<file path="src/rtl/core/fpid_pkg.sv">
// Types, codes and constants of the floating-point instruction decoder.
// Used by the decoder modules, the checkers and the testbench.
package fpid_pkg;

    localparam logic [6:0] OPC_FLW    = 7'h07;
    localparam logic [6:0] OPC_FSW    = 7'h27;
    localparam logic [6:0] OPC_FMADD  = 7'h43;
    localparam logic [6:0] OPC_FMSUB  = 7'h47;
    localparam logic [6:0] OPC_FNMSUB = 7'h4B;
    localparam logic [6:0] OPC_FNMADD = 7'h4F;
    localparam logic [6:0] OPC_OPFP   = 7'h53;
    localparam logic [6:0] OPC_SYSTEM = 7'h73;

    localparam logic [4:0] F5_ADD    = 5'h00;
    localparam logic [4:0] F5_SUB    = 5'h01;
    localparam logic [4:0] F5_MUL    = 5'h02;
    localparam logic [4:0] F5_DIV    = 5'h03;
    localparam logic [4:0] F5_SGNJ   = 5'h04;
    localparam logic [4:0] F5_MINMAX = 5'h05;
    localparam logic [4:0] F5_SQRT   = 5'h0B;
    localparam logic [4:0] F5_CMP    = 5'h14;
    localparam logic [4:0] F5_CVTWS  = 5'h18;
    localparam logic [4:0] F5_CVTSW  = 5'h1A;
    localparam logic [4:0] F5_MVXW   = 5'h1C;
    localparam logic [4:0] F5_MVWX   = 5'h1E;

    localparam logic [11:0] CSR_LOW   = 12'h001;
    localparam logic [11:0] CSR_HIGH  = 12'h003;
    localparam logic [2:0]  F3_CSRRW  = 3'b001;
    localparam logic [2:0]  F3_MV_MAX = 3'b001;

    localparam int unsigned CYC_W     = 8;
    localparam int unsigned NUM_CYC   = 7;
    localparam int unsigned CFG_IDX_W = 3;

    localparam logic [CFG_IDX_W-1:0] CFG_CYC_DEFAULT = 3'd0;
    localparam logic [CFG_IDX_W-1:0] CFG_CYC_ADD_SUB = 3'd1;
    localparam logic [CFG_IDX_W-1:0] CFG_CYC_MUL     = 3'd2;
    localparam logic [CFG_IDX_W-1:0] CFG_CYC_DIV     = 3'd3;
    localparam logic [CFG_IDX_W-1:0] CFG_CYC_SQRT    = 3'd4;
    localparam logic [CFG_IDX_W-1:0] CFG_CYC_CMP     = 3'd5;
    localparam logic [CFG_IDX_W-1:0] CFG_CYC_CVT     = 3'd6;
    localparam logic [CFG_IDX_W-1:0] CFG_ZFINX       = 3'd7;

    localparam logic [CYC_W-1:0] CYC_RESET = 8'd1;

    localparam logic [3:0] ROUTE_FROM_MEM = 4'b0001;
    localparam logic [3:0] ROUTE_TO_MEM   = 4'b0010;
    localparam logic [3:0] ROUTE_TO_INT   = 4'b0100;
    localparam logic [3:0] ROUTE_FROM_INT = 4'b1000;

    localparam logic [2:0] USE_NONE = 3'b000;
    localparam logic [2:0] USE_RS1  = 3'b001;
    localparam logic [2:0] USE_RS2  = 3'b010;
    localparam logic [2:0] USE_R    = 3'b011;
    localparam logic [2:0] USE_R4   = 3'b111;

    typedef enum logic [2:0] {
        KIND_R4    = 3'd0,
        KIND_R     = 3'd1,
        KIND_LOAD  = 3'd2,
        KIND_STORE = 3'd3,
        KIND_CSR   = 3'd4
    } t_kind;

    typedef struct packed {
        logic [NUM_CYC-1:0][CYC_W-1:0] cycles;
        logic                          zfinx;
    } t_cfg;

    typedef struct packed {
        logic        valid_res;
        t_kind       instr_kind;
        logic [14:0] source_regs;
        logic [2:0]  source_used;
        logic [4:0]  dest_reg;
        logic [31:0] mem_address;
        logic [3:0]  route_flags;
        logic [2:0]  int_operand_use;
        logic [7:0]  exec_cycles;
        logic [2:0]  access_size;
        logic [7:0]  tag_out;
        logic [2:0]  mode_out;
    } t_dec;

endpackage

</file>
<file path="src/rtl/core/fpid_req_if.sv">
// Input channel of the decoder: instruction, tag, base value and mode.
// Plain valid/ready transfer; no package dependency.
interface fpid_req_if;
    logic        valid;
    logic        ready;
    logic [31:0] instruction;
    logic [7:0]  tag_id;
    logic [31:0] base_value;
    logic [2:0]  mode;

    modport source (output valid, output instruction, output tag_id,
                    output base_value, output mode, input ready);
    modport sink   (input valid, input instruction, input tag_id,
                    input base_value, input mode, output ready);
endinterface

</file>
<file path="src/rtl/core/fpid_rsp_if.sv">
// Output channel of the decoder: one decoded pipeline record per transfer.
// Plain valid/ready transfer; no package dependency.
interface fpid_rsp_if;
    logic        valid;
    logic        ready;
    logic        valid_res;
    logic [2:0]  instr_kind;
    logic [14:0] source_regs;
    logic [2:0]  source_used;
    logic [4:0]  dest_reg;
    logic [31:0] mem_address;
    logic [3:0]  route_flags;
    logic [2:0]  int_operand_use;
    logic [7:0]  exec_cycles;
    logic [2:0]  access_size;
    logic [7:0]  tag_out;
    logic [2:0]  mode_out;

    modport source (output valid, output valid_res, output instr_kind,
                    output source_regs, output source_used, output dest_reg,
                    output mem_address, output route_flags, output int_operand_use,
                    output exec_cycles, output access_size, output tag_out,
                    output mode_out, input ready);
    modport sink   (input valid, input valid_res, input instr_kind,
                    input source_regs, input source_used, input dest_reg,
                    input mem_address, input route_flags, input int_operand_use,
                    input exec_cycles, input access_size, input tag_out,
                    input mode_out, output ready);
endinterface

</file>
<file path="src/rtl/core/fp_instruction_decoder.sv">
// Floating-point instruction decoder top: input stage, decode, result stage.
// Depends on fpid_pkg, fpid_req_if, fpid_rsp_if, fpid_cfg_regs, fpid_decode.
//
//   port      role    transfer rule           content
//   i_req     sink    valid && ready          instruction, tag, base value, mode
//   o_rsp     source  valid && ready          one decoded record per instruction
//   i_cfg_*   write   i_cfg_we high           register index 0..7, 8-bit data
//
// Each instruction passes the input register, then is decoded into the result register.
// One instruction per cycle is taken while o_rsp.ready stays high.
// A stalled result holds in the result register while one more item waits in
// the input register; i_req.ready drops only when both are full and stalled.
// Synchronous active-low reset empties both stages and loads the reset counts.
module fp_instruction_decoder (
    input  logic                           i_clk,
    input  logic                           i_rst_n,
    fpid_req_if.sink                       i_req,
    fpid_rsp_if.source                     o_rsp,
    input  logic                           i_cfg_we,
    input  logic [fpid_pkg::CFG_IDX_W-1:0] i_cfg_idx,
    input  logic [fpid_pkg::CYC_W-1:0]     i_cfg_data
);
    import fpid_pkg::*;

    logic        r_s1_valid;
    logic [31:0] r_s1_instruction;
    logic [7:0]  r_s1_tag_id;
    logic [31:0] r_s1_base_value;
    logic [2:0]  r_s1_mode;
    logic        r_out_valid;
    t_dec        r_out;
    t_dec        n_out;
    t_cfg        cfg;
    logic        load_out;
    logic        load_s1;

    fpid_cfg_regs u_cfg (
        .i_clk      (i_clk),
        .i_rst_n    (i_rst_n),
        .i_cfg_we   (i_cfg_we),
        .i_cfg_idx  (i_cfg_idx),
        .i_cfg_data (i_cfg_data),
        .o_cfg      (cfg)
    );

    fpid_decode u_dec (
        .i_instruction (r_s1_instruction),
        .i_tag_id      (r_s1_tag_id),
        .i_base_value  (r_s1_base_value),
        .i_mode        (r_s1_mode),
        .i_cfg         (cfg),
        .o_dec         (n_out)
    );

    assign load_out    = !r_out_valid || o_rsp.ready;
    assign load_s1     = !r_s1_valid || load_out;
    assign i_req.ready = load_s1;

    always_ff @(posedge i_clk) begin
        if (!i_rst_n) begin
            r_s1_valid  <= 1'b0;
            r_out_valid <= 1'b0;
        end else begin
            if (load_s1) begin
                r_s1_valid <= i_req.valid;
            end
            if (load_out) begin
                r_out_valid <= r_s1_valid;
            end
        end
    end

    always_ff @(posedge i_clk) begin
        if (load_s1 && i_req.valid) begin
            r_s1_instruction <= i_req.instruction;
            r_s1_tag_id      <= i_req.tag_id;
            r_s1_base_value  <= i_req.base_value;
            r_s1_mode        <= i_req.mode;
        end
        if (load_out && r_s1_valid) begin
            r_out <= n_out;
        end
    end

    assign o_rsp.valid           = r_out_valid;
    assign o_rsp.valid_res       = r_out.valid_res;
    assign o_rsp.instr_kind      = r_out.instr_kind;
    assign o_rsp.source_regs     = r_out.source_regs;
    assign o_rsp.source_used     = r_out.source_used;
    assign o_rsp.dest_reg        = r_out.dest_reg;
    assign o_rsp.mem_address     = r_out.mem_address;
    assign o_rsp.route_flags     = r_out.route_flags;
    assign o_rsp.int_operand_use = r_out.int_operand_use;
    assign o_rsp.exec_cycles     = r_out.exec_cycles;
    assign o_rsp.access_size     = r_out.access_size;
    assign o_rsp.tag_out         = r_out.tag_out;
    assign o_rsp.mode_out        = r_out.mode_out;
endmodule

</file>
<file path="src/rtl/core/fpid_cfg_regs.sv">
// Configuration registers: cycle counts per operation class and zfinx mode.
// Depends on fpid_pkg.
module fpid_cfg_regs (
    input  logic                          i_clk,
    input  logic                          i_rst_n,
    input  logic                          i_cfg_we,
    input  logic [fpid_pkg::CFG_IDX_W-1:0] i_cfg_idx,
    input  logic [fpid_pkg::CYC_W-1:0]    i_cfg_data,
    output fpid_pkg::t_cfg                o_cfg
);
    import fpid_pkg::*;

    logic [NUM_CYC-1:0][CYC_W-1:0] r_cycles;
    logic                          r_zfinx;

    always_ff @(posedge i_clk) begin
        if (!i_rst_n) begin
            r_cycles <= {NUM_CYC{CYC_RESET}};
            r_zfinx  <= 1'b0;
        end else if (i_cfg_we) begin
            if (i_cfg_idx == CFG_ZFINX) begin
                r_zfinx <= i_cfg_data[0];
            end else begin
                r_cycles[i_cfg_idx] <= i_cfg_data;
            end
        end
    end

    assign o_cfg.cycles = r_cycles;
    assign o_cfg.zfinx  = r_zfinx;
endmodule

</file>
<file path="src/rtl/core/fpid_decode.sv">
// Decode of one registered instruction into a pipeline record.
// Depends on fpid_pkg; fed by the input stage and the configuration registers.
module fpid_decode (
    input  logic [31:0]    i_instruction,
    input  logic [7:0]     i_tag_id,
    input  logic [31:0]    i_base_value,
    input  logic [2:0]     i_mode,
    input  fpid_pkg::t_cfg i_cfg,
    output fpid_pkg::t_dec o_dec
);
    import fpid_pkg::*;

    logic [6:0]  opc;
    logic [4:0]  rd;
    logic [2:0]  f3;
    logic [4:0]  rs1;
    logic [4:0]  rs2;
    logic [4:0]  f5;
    logic [11:0] csr;
    logic [11:0] imm_ld;
    logic [11:0] imm_st;
    logic [31:0] addr_ld;
    logic [31:0] addr_st;
    logic        valid;
    logic        fp_op;
    t_kind       kind;
    logic [2:0]  used;
    logic [4:0]  dst;
    logic [31:0] addr;
    logic [3:0]  route;
    logic [2:0]  intuse;
    logic [7:0]  cyc;
    logic [2:0]  size;

    assign opc    = i_instruction[6:0];
    assign rd     = i_instruction[11:7];
    assign f3     = i_instruction[14:12];
    assign rs1    = i_instruction[19:15];
    assign rs2    = i_instruction[24:20];
    assign f5     = i_instruction[31:27];
    assign csr    = i_instruction[31:20];
    assign imm_ld = i_instruction[31:20];
    assign imm_st = {i_instruction[31:25], i_instruction[11:7]};
    assign addr_ld = i_base_value + {{20{imm_ld[11]}}, imm_ld};
    assign addr_st = i_base_value + {{20{imm_st[11]}}, imm_st};

    always_comb begin
        valid  = 1'b1;
        fp_op  = 1'b0;
        kind   = KIND_R4;
        used   = USE_NONE;
        dst    = '0;
        addr   = '0;
        route  = '0;
        intuse = USE_NONE;
        cyc    = '0;
        size   = '0;
        unique case (opc)
            OPC_FLW: begin
                kind  = KIND_LOAD;
                dst   = rd;
                addr  = addr_ld;
                route = ROUTE_FROM_MEM;
                size  = f3;
            end
            OPC_FSW: begin
                kind  = KIND_STORE;
                used  = USE_RS2;
                addr  = addr_st;
                route = ROUTE_TO_MEM;
                size  = f3;
            end
            OPC_FMADD, OPC_FMSUB, OPC_FNMSUB, OPC_FNMADD: begin
                kind  = KIND_R4;
                used  = USE_R4;
                dst   = rd;
                fp_op = 1'b1;
            end
            OPC_OPFP: begin
                kind  = KIND_R;
                used  = USE_R;
                dst   = rd;
                fp_op = 1'b1;
                unique case (f5)
                    F5_ADD, F5_SUB: cyc = i_cfg.cycles[CFG_CYC_ADD_SUB];
                    F5_MUL:         cyc = i_cfg.cycles[CFG_CYC_MUL];
                    F5_DIV:         cyc = i_cfg.cycles[CFG_CYC_DIV];
                    F5_SQRT: begin
                        cyc  = i_cfg.cycles[CFG_CYC_SQRT];
                        used = USE_RS1;
                    end
                    F5_SGNJ, F5_MINMAX: cyc = i_cfg.cycles[CFG_CYC_CMP];
                    F5_CMP: begin
                        cyc   = i_cfg.cycles[CFG_CYC_CMP];
                        route = ROUTE_TO_INT;
                    end
                    F5_CVTWS: begin
                        cyc   = i_cfg.cycles[CFG_CYC_CVT];
                        used  = USE_RS1;
                        route = ROUTE_TO_INT;
                    end
                    F5_CVTSW, F5_MVWX: begin
                        cyc    = i_cfg.cycles[CFG_CYC_CVT];
                        used   = USE_RS1;
                        route  = ROUTE_FROM_INT;
                        intuse = USE_RS1;
                    end
                    F5_MVXW: begin
                        cyc   = (f3 <= F3_MV_MAX) ? i_cfg.cycles[CFG_CYC_CVT]
                                                  : i_cfg.cycles[CFG_CYC_DEFAULT];
                        used  = USE_RS1;
                        route = ROUTE_TO_INT;
                    end
                    default: cyc = i_cfg.cycles[CFG_CYC_DEFAULT];
                endcase
            end
            OPC_SYSTEM: begin
                if (csr < CSR_LOW || csr > CSR_HIGH) begin
                    valid = 1'b0;
                end else begin
                    kind  = KIND_CSR;
                    dst   = rd;
                    route = ROUTE_TO_INT;
                    if (f3 == F3_CSRRW) begin
                        used   = USE_RS1;
                        intuse = USE_RS1;
                    end
                end
            end
            default: valid = 1'b0;
        endcase

        if (i_cfg.zfinx) begin
            route = route | ROUTE_TO_INT;
            if (fp_op) begin
                intuse = intuse | used;
            end
        end

        o_dec = '0;
        if (valid) begin
            o_dec.valid_res       = 1'b1;
            o_dec.instr_kind      = kind;
            o_dec.source_regs     = {used[2] ? f5 : 5'd0,
                                     used[1] ? rs2 : 5'd0,
                                     used[0] ? rs1 : 5'd0};
            o_dec.source_used     = used;
            o_dec.dest_reg        = dst;
            o_dec.mem_address     = addr;
            o_dec.route_flags     = route;
            o_dec.int_operand_use = intuse;
            o_dec.exec_cycles     = cyc;
            o_dec.access_size     = size;
        end
        o_dec.tag_out  = i_tag_id;
        o_dec.mode_out = i_mode;
    end
endmodule

</file>
<file path="src/flat_wrapper.sv">
// flat-port wrapper written by rule: the top's interface ports become plain ports
module fp_instruction_decoder_flat import fpid_pkg::*;
  (i_clk, i_rst_n, i_cfg_we, i_cfg_idx, i_cfg_data, i_req_valid, i_req_instruction, i_req_tag_id, i_req_base_value, i_req_mode, i_req_ready, o_rsp_valid, o_rsp_valid_res, o_rsp_instr_kind, o_rsp_source_regs, o_rsp_source_used, o_rsp_dest_reg, o_rsp_mem_address, o_rsp_route_flags, o_rsp_int_operand_use, o_rsp_exec_cycles, o_rsp_access_size, o_rsp_tag_out, o_rsp_mode_out, o_rsp_ready);
  fpid_req_if i_req_i ();
  fpid_rsp_if o_rsp_i ();
  input  logic i_clk;
  input  logic i_rst_n;
  input  logic i_cfg_we;
  input  logic [fpid_pkg::CFG_IDX_W-1:0] i_cfg_idx;
  input  logic [fpid_pkg::CYC_W-1:0] i_cfg_data;
  input wire logic [$bits(i_req_i.valid)-1:0] i_req_valid;
  input wire logic [$bits(i_req_i.instruction)-1:0] i_req_instruction;
  input wire logic [$bits(i_req_i.tag_id)-1:0] i_req_tag_id;
  input wire logic [$bits(i_req_i.base_value)-1:0] i_req_base_value;
  input wire logic [$bits(i_req_i.mode)-1:0] i_req_mode;
  output wire logic [$bits(i_req_i.ready)-1:0] i_req_ready;
  output wire logic [$bits(o_rsp_i.valid)-1:0] o_rsp_valid;
  output wire logic [$bits(o_rsp_i.valid_res)-1:0] o_rsp_valid_res;
  output wire logic [$bits(o_rsp_i.instr_kind)-1:0] o_rsp_instr_kind;
  output wire logic [$bits(o_rsp_i.source_regs)-1:0] o_rsp_source_regs;
  output wire logic [$bits(o_rsp_i.source_used)-1:0] o_rsp_source_used;
  output wire logic [$bits(o_rsp_i.dest_reg)-1:0] o_rsp_dest_reg;
  output wire logic [$bits(o_rsp_i.mem_address)-1:0] o_rsp_mem_address;
  output wire logic [$bits(o_rsp_i.route_flags)-1:0] o_rsp_route_flags;
  output wire logic [$bits(o_rsp_i.int_operand_use)-1:0] o_rsp_int_operand_use;
  output wire logic [$bits(o_rsp_i.exec_cycles)-1:0] o_rsp_exec_cycles;
  output wire logic [$bits(o_rsp_i.access_size)-1:0] o_rsp_access_size;
  output wire logic [$bits(o_rsp_i.tag_out)-1:0] o_rsp_tag_out;
  output wire logic [$bits(o_rsp_i.mode_out)-1:0] o_rsp_mode_out;
  input wire logic [$bits(o_rsp_i.ready)-1:0] o_rsp_ready;
  assign i_req_i.valid = i_req_valid;
  assign i_req_i.instruction = i_req_instruction;
  assign i_req_i.tag_id = i_req_tag_id;
  assign i_req_i.base_value = i_req_base_value;
  assign i_req_i.mode = i_req_mode;
  assign i_req_ready = i_req_i.ready;
  assign o_rsp_valid = o_rsp_i.valid;
  assign o_rsp_valid_res = o_rsp_i.valid_res;
  assign o_rsp_instr_kind = o_rsp_i.instr_kind;
  assign o_rsp_source_regs = o_rsp_i.source_regs;
  assign o_rsp_source_used = o_rsp_i.source_used;
  assign o_rsp_dest_reg = o_rsp_i.dest_reg;
  assign o_rsp_mem_address = o_rsp_i.mem_address;
  assign o_rsp_route_flags = o_rsp_i.route_flags;
  assign o_rsp_int_operand_use = o_rsp_i.int_operand_use;
  assign o_rsp_exec_cycles = o_rsp_i.exec_cycles;
  assign o_rsp_access_size = o_rsp_i.access_size;
  assign o_rsp_tag_out = o_rsp_i.tag_out;
  assign o_rsp_mode_out = o_rsp_i.mode_out;
  assign o_rsp_i.ready = o_rsp_ready;
  fp_instruction_decoder u_core (.i_clk(i_clk), .i_rst_n(i_rst_n), .i_req(i_req_i), .o_rsp(o_rsp_i), .i_cfg_we(i_cfg_we), .i_cfg_idx(i_cfg_idx), .i_cfg_data(i_cfg_data));
endmodule
</file>
<file path="config.mk">
export PLATFORM = sky130hd
export DESIGN_NAME = fp_instruction_decoder_flat
export DESIGN_NICKNAME = d
export VERILOG_FILES = /design/src/rtl/core/fpid_pkg.sv /design/src/rtl/core/fpid_req_if.sv /design/src/rtl/core/fpid_rsp_if.sv /design/src/rtl/core/fp_instruction_decoder.sv /design/src/rtl/core/fpid_cfg_regs.sv /design/src/rtl/core/fpid_decode.sv /design/src/flat_wrapper.sv
export SDC_FILE = /design/constraint.sdc
export NUM_CORES = 1
export LEC_CHECK = 0
export BUFFER_PORTS_ARGS = -buffer_cell sky130_fd_sc_hd__clkbuf_2
export CAP_MARGIN = 20
export CORE_UTILIZATION = 50
export CTS_BUF_LIST = sky130_fd_sc_hd__clkbuf_16
export CTS_CLUSTER_DIAMETER = 40
export DETAILED_ROUTE_END_ITERATION = 8
export PLACE_DENSITY = 0.75
export REMOVE_ABC_BUFFERS = 1
export SLEW_MARGIN = 15
export SYNTH_ARGS = -nofsm -noshare
export SYNTH_HDL_FRONTEND = slang
export SYNTH_SLANG_ARGS = --single-unit
</file>
<file path="constraint.sdc">
create_clock -name i_clk -period 10.2 [get_ports i_clk]
set_input_delay 2.55 -clock i_clk [delete_from_list [all_inputs] [get_ports i_clk]]
set_output_delay 2.55 -clock i_clk [all_outputs]
set_load 0.01 [all_outputs]
</file>
Word level (Yosys, flattened, before mapping). Index checks and enable logic that the tools add are counted.

Bits in registers: 222. Output and inout bits: 90. Logic and storage cells: 116.

$add $sub $neg: 2. Order comparisons: 5. Equality and inequality tests: 21. Mux-type cells: 31. Bitwise logic cells: 2. Reduce and logical (&&, ||, !) cells: 27.

Operator list (number): two-way mux 77 bit (1); adder 32 bit (2); one-hot mux 32 bit (2 select lines) (1); bitwise mux 56 bit (1); one-hot mux 8 bit (7 select lines) (1); equality test 7 bit, second input constant (6); equality test 5 bit, second input constant (5); demux 8 bit (select 3 bit) (1); two-way mux 8 bit (3); one-hot mux 3 bit (4 select lines) (2); two-way mux 5 bit (4); two-way mux 3 bit (6); one-hot mux 4 bit (4 select lines) (1); AND reduction 2 bit (7); greater-than comparator 12 x 2 -> 1 bit, second input constant (1); less-than comparator 12 x 1 -> 1 bit, second input constant (1); equality test 5 x 2 -> 1 bit, second input constant (2); equality test 5 x 3 -> 1 bit, second input constant (2); one-hot mux 5 bit (2 select lines) (1); OR reduction 5 bit (2); OR reduction 3 bit (3); one-hot mux 4 bit (2 select lines) (1); equality test 7 x 3 -> 1 bit, second input constant (1); equality test 7 x 6 -> 1 bit, second input constant (1); other kinds (20) (32).

Logic depth before layout (Yosys ltp).
Depth in word-level cells: 8. Mapped depth: 15.

By module. A second synthesis with hierarchy kept.

Cells, all modules: 794. Area total of the unflattened synthesis: 10050.9 µm².

By module, submodules not included: fp_instruction_decoder (instances 1, cells an instance 172, area each 4998.5 µm²); fpid_decode (instances 1, cells an instance 419, area each 2920.3 µm²); fpid_cfg_regs (instances 1, cells an instance 203, area each 2132.0 µm²).

Worst setup path before layout. Ideal clock, no wire load.

Kind: in2reg. From: in o_rsp_ready. To: reg u_core.r_out, in the netlist u_core.o_rsp.access_size[0], enable pin. Library setup time: 0.546 ns. Arrival: 6.531 ns. Required time: 9.654 ns. Setup slack: 3.123 ns. Cell stages on the path: 2. Buffers on the path: 0. Path through: nor2b_1 > nor2b_1.

Cells in the longest elaborated chain, start to end: 2.

Ends and longest elaborated chain: start: declaration (RTL line flat_wrapper.sv:30) `input wire logic [$bits(o_rsp_i.ready)-1:0] o_rsp_ready;`; logical OR 1 bit (RTL line fp_instruction_decoder.sv:55) `assign load_out = !r_out_valid || o_rsp.ready;`; logical AND 1 bit (RTL line fp_instruction_decoder.sv:80) `if (load_out && r_s1_valid) begin`; end signal: assignment (RTL line fp_instruction_decoder.sv:81) `r_out <= n_out;`; end: declaration (RTL line fp_instruction_decoder.sv:31) `t_dec r_out;`.

Every way passes these cells. A chain may end at the register's enable or synchronous reset.

Worst setup path in the final report.
From: in o_rsp_ready. To: out i_req_ready.

Cells in the longest elaborated chain, start to end: 2.

Ends and longest elaborated chain: logical OR 1 bit (RTL line fp_instruction_decoder.sv:55); logical OR 1 bit (RTL line fp_instruction_decoder.sv:56) `assign load_s1 = !r_s1_valid || load_out;`; end: declaration (RTL line flat_wrapper.sv:16) `output wire logic [$bits(i_req_i.ready)-1:0] i_req_ready;`.

Every way passes these cells.

==> impl_metrics.yaml <==
routing:
  avgViaCountPerCell: 5.53
  dr_total_vias: 7468
  drt_iter0_markers: 683
  drc: 0
  totalWireLength_mm: 24.1
  postRouteAntennaNets: 0
  wire_per_inst_um: 17.8
  drt_pre_antenna_iters: 5
timing:
  relSlewSlack_pct: 27.6
  finalCritPeriodShare_pct: 56.7
  fin_skew_ns: 0.0107
  worst_pin_slew_ns: 1.08
  hold_viol: 0
  rsz0062_at_grt: "false"
  slew_viol_final: 0
  setup_viol_count_final: 0
  setup_tns_ns: 0
  period_minus_slack_ns: 5.78
  fmaxAchievable_mhz: 173
global_routing:
  track_usage_pct: 22.8
  grtUsageMet2_pct: 39.0
  overflow: 0
  antenna_found_initial: 0
  grt_pass1_wl_mm: 36.4
  grt-busiest-layer: "met2"
  gr-usage-met3_pct: 3.51
  met1_usage_pct: 29.6
  grt_pass1_vias: 6886
  grt_start_max_net_pins: 76
cts:
  cts_tree: "done"
  htree_levels: 1
  clk_pin_slew_worst_paths_ns: 0.06
  cts_sinks: 222
  cts_max_path_buffers: 3
  numCtsBuffers: 28
  clock_latency_ns: 0.53
  hold_buffers: 0
  post-cts-setup-buffers: 0
  clockRootBuffer: "clkbuf_16"
  cts_resized: 0
logic_synthesis:
  synth_xor_area_share_pct: 1.13
  synth_area_per_cell_um2: 11.5
  synth.area.mux_share_pct: 1.41
  post_synth_fa_ha_maj_area_fraction_pct: 4.04
  async_reset_ff_share_pct: 0
  syn-cell-area_mm2: 0.0101
  synth_ff_type: "edfxtp_1"
  yosys_warnings: 0
  yosys.area_share.simple_pct: 16.0
  synth_seq_cells: 222
  ys_seq_area_share_pct: 60.1
  ys_types: 72
  synth_top_family_by_area: "simple AND/OR/NAND/NOR gates"
  synth_compound_area_share_pct: 15.4
  netlist_instances: 880
  synth-edff-count: 163
floorplan:
  die-area_mm2: 0.0208
  start_util_pct: 51.4
  core_region_area_mm2: 0.0197
  die_y_um: 144
  num_io_pins: 181
  rows: 51
  dieWidth_um: 144
layout:
  multi_input_area_mm2: 0.00385
  fin_nets: 1189
  drive_gt1_share_pct: 24.5
  final_util_pct: 62.2
  instances_no_fill: 1351
  regArea_mm2: 0.00608
  layout-area-overhead-vs-synth_pct: 20.9
  fillerInstances: 1614
  largest_reg_flops: 56
  antenna_cells: 0
critical_path:
  startpoint_type: "primary input"
  arrival_ns: 3.23
  cp_top_family: "simple AND/OR/NAND/NOR gates"
  worstSetupPathDepth: 4
  slowest_stage: "nor2b_1"
  worst_path_most_repeated_cell: "clkbuf_2"
  max_stage_delay_ns: 0.32
  ff2ff_path_depth: 16
  cp.required_ns: 7.65
  path_buf_inv: 2
  worstSetupPathType: "primary input to primary output"
  crit_fanout: 4
  end_kind: "primary output"
  path_cells: "clkbuf_2 > nor2b_1 > nand2_1 > clkbuf_2"
power:
  ir_worst_vdd_v: 0.000137
  p_per_area_mw_per_mm2: 185
  power.internal_mw: 1.72
  switching_share_pct: 23.8
  switchingPower_mw: 0.537
  p_leak_nw: 4.69
  seqPwrFrac_pct: 45.6
  combPwrFrac_pct: 10.1
  clock_power_share_pct: 44.2
worst_hold_path:
  min_path_type: "flip-flop to flip-flop"
  hold_depth: 0
status:
  outcome: "finished, final reports clean"
place:
  post-dp-hpwl_mm: 16.9
  gp_congestion: 0.866
  place_inst: 1300
  numPortBuffers: 180
flow_run:
  maxCapViolations: 0
## logic make-up (layout without fill, tap and decap cells)
group                      count (synthesis)  in the layout
DFF                                      222            222
muxes                                     13             13
AOI/OAI and AO/OA                        216            216
buffers and inverters                     47            253
adders and majority gates                 32             32
and+or+nand+nor                          337            337
xor gates and xnor gates                  13             13
## power by group through the flow
| stage | Clock [mW] | Combinational, mW | Sequential, mW |
|---|---|---|---|
| floorplan | 0 | 0.135 | 1.06 |
| global placement | 0 | 0.222 | 1.05 |
| detailed placement | 0 | 0.226 | 1.05 |
| CTS | 1.01 | 0.228 | 1.03 |
| global route | 1.05 | 0.252 | 1.03 |
| finish | 0.999 | 0.229 | 1.03 |
## layer usage
| metal | vias up | wire (um) |
|---|---|---|
| met2 | 232 | 11900 |
| li1 | 3641 | - |
| met5 | - | 0 |
| met1 | 3546 | 10100 |
| met4 | 0 | 764 |
| met3 | 49 | 1240 |
## final cells by class
class / instances / area share (%)
multi-input combinational: 611 / 31.5
timing repair buffer: 186 / 7.72
inverter: 17 / 0.522
clock buffer: 29 / 5.94
clock inverter: 21 / 1.91
sequential: 222 / 49.7
tap: 265 / 2.71
## per-stage QoR
step                      instance area, um2  hold slack, ns  total power, mW  setup slack (ns)
after global placement                 11200           0.401             1.27              4.42
after floorplan                         9970           0.400             1.19              3.12
after detailed placement               11300           0.405             1.28              4.41
after CTS                              12200           0.418             2.27              4.41
after global routing                   12200           0.427             2.34              4.33
final                                  12200           0.419             2.26              4.42
## cells in the mapped netlist, types with 8 or more instances
cell	n	area share (%)
inv_1	17	0.63
a222oi_1	10	0.99
nor2b_1	20	1.2
nand4_1	11	0.68
nand3_1	22	1.1
ha_1	31	3.8
a31oi_1	11	0.68
and2_1	17	1.1
a21boi_0	50	3.7
dfxtp_1	59	12
nor2_1	43	1.6
xnor2_1	8	0.69
a21oi_1	44	2.2
edfxtp_1	163	48
o211ai_1	8	0.59
clkbuf_1	22	0.82
a21o_1	15	1.1
mux2_2	10	1.1
o21a_1	11	0.82
o21ai_0	23	1.1
nor3_1	20	0.99
nand2b_1	13	0.80
nand2_1	160	5.9
## cells in the final DEF (no fill, tap or decap), types with 19 or more instances in the layout
cell and n:
clkbuf_2 181, nor2b_1 19, a21oi_1 44, ha_1 31, dfxtp_1 59, a21boi_0 50
nand3_1 22, nor2_1 43, nor3_1 19, o21ai_0 23, nand2_1 160, inv_1 19
edfxtp_1 163, clkbuf_16 29
## path summary, 6_finish.rpt
kind,startpoint,endpoint,slack (ns)
worst max-delay path,o_rsp_ready,i_req_ready,4.42
worst min-delay path,u_core.r_s1_mode[1],u_core.o_rsp.mode_out[1],0.42
worst max register to register,u_core.r_s1_instruction[0],u_core.o_rsp.mem_address[28],5.52
worst min register to register,u_core.r_s1_mode[1],u_core.o_rsp.mode_out[1],0.42
(Power assumes the default switching activity.)
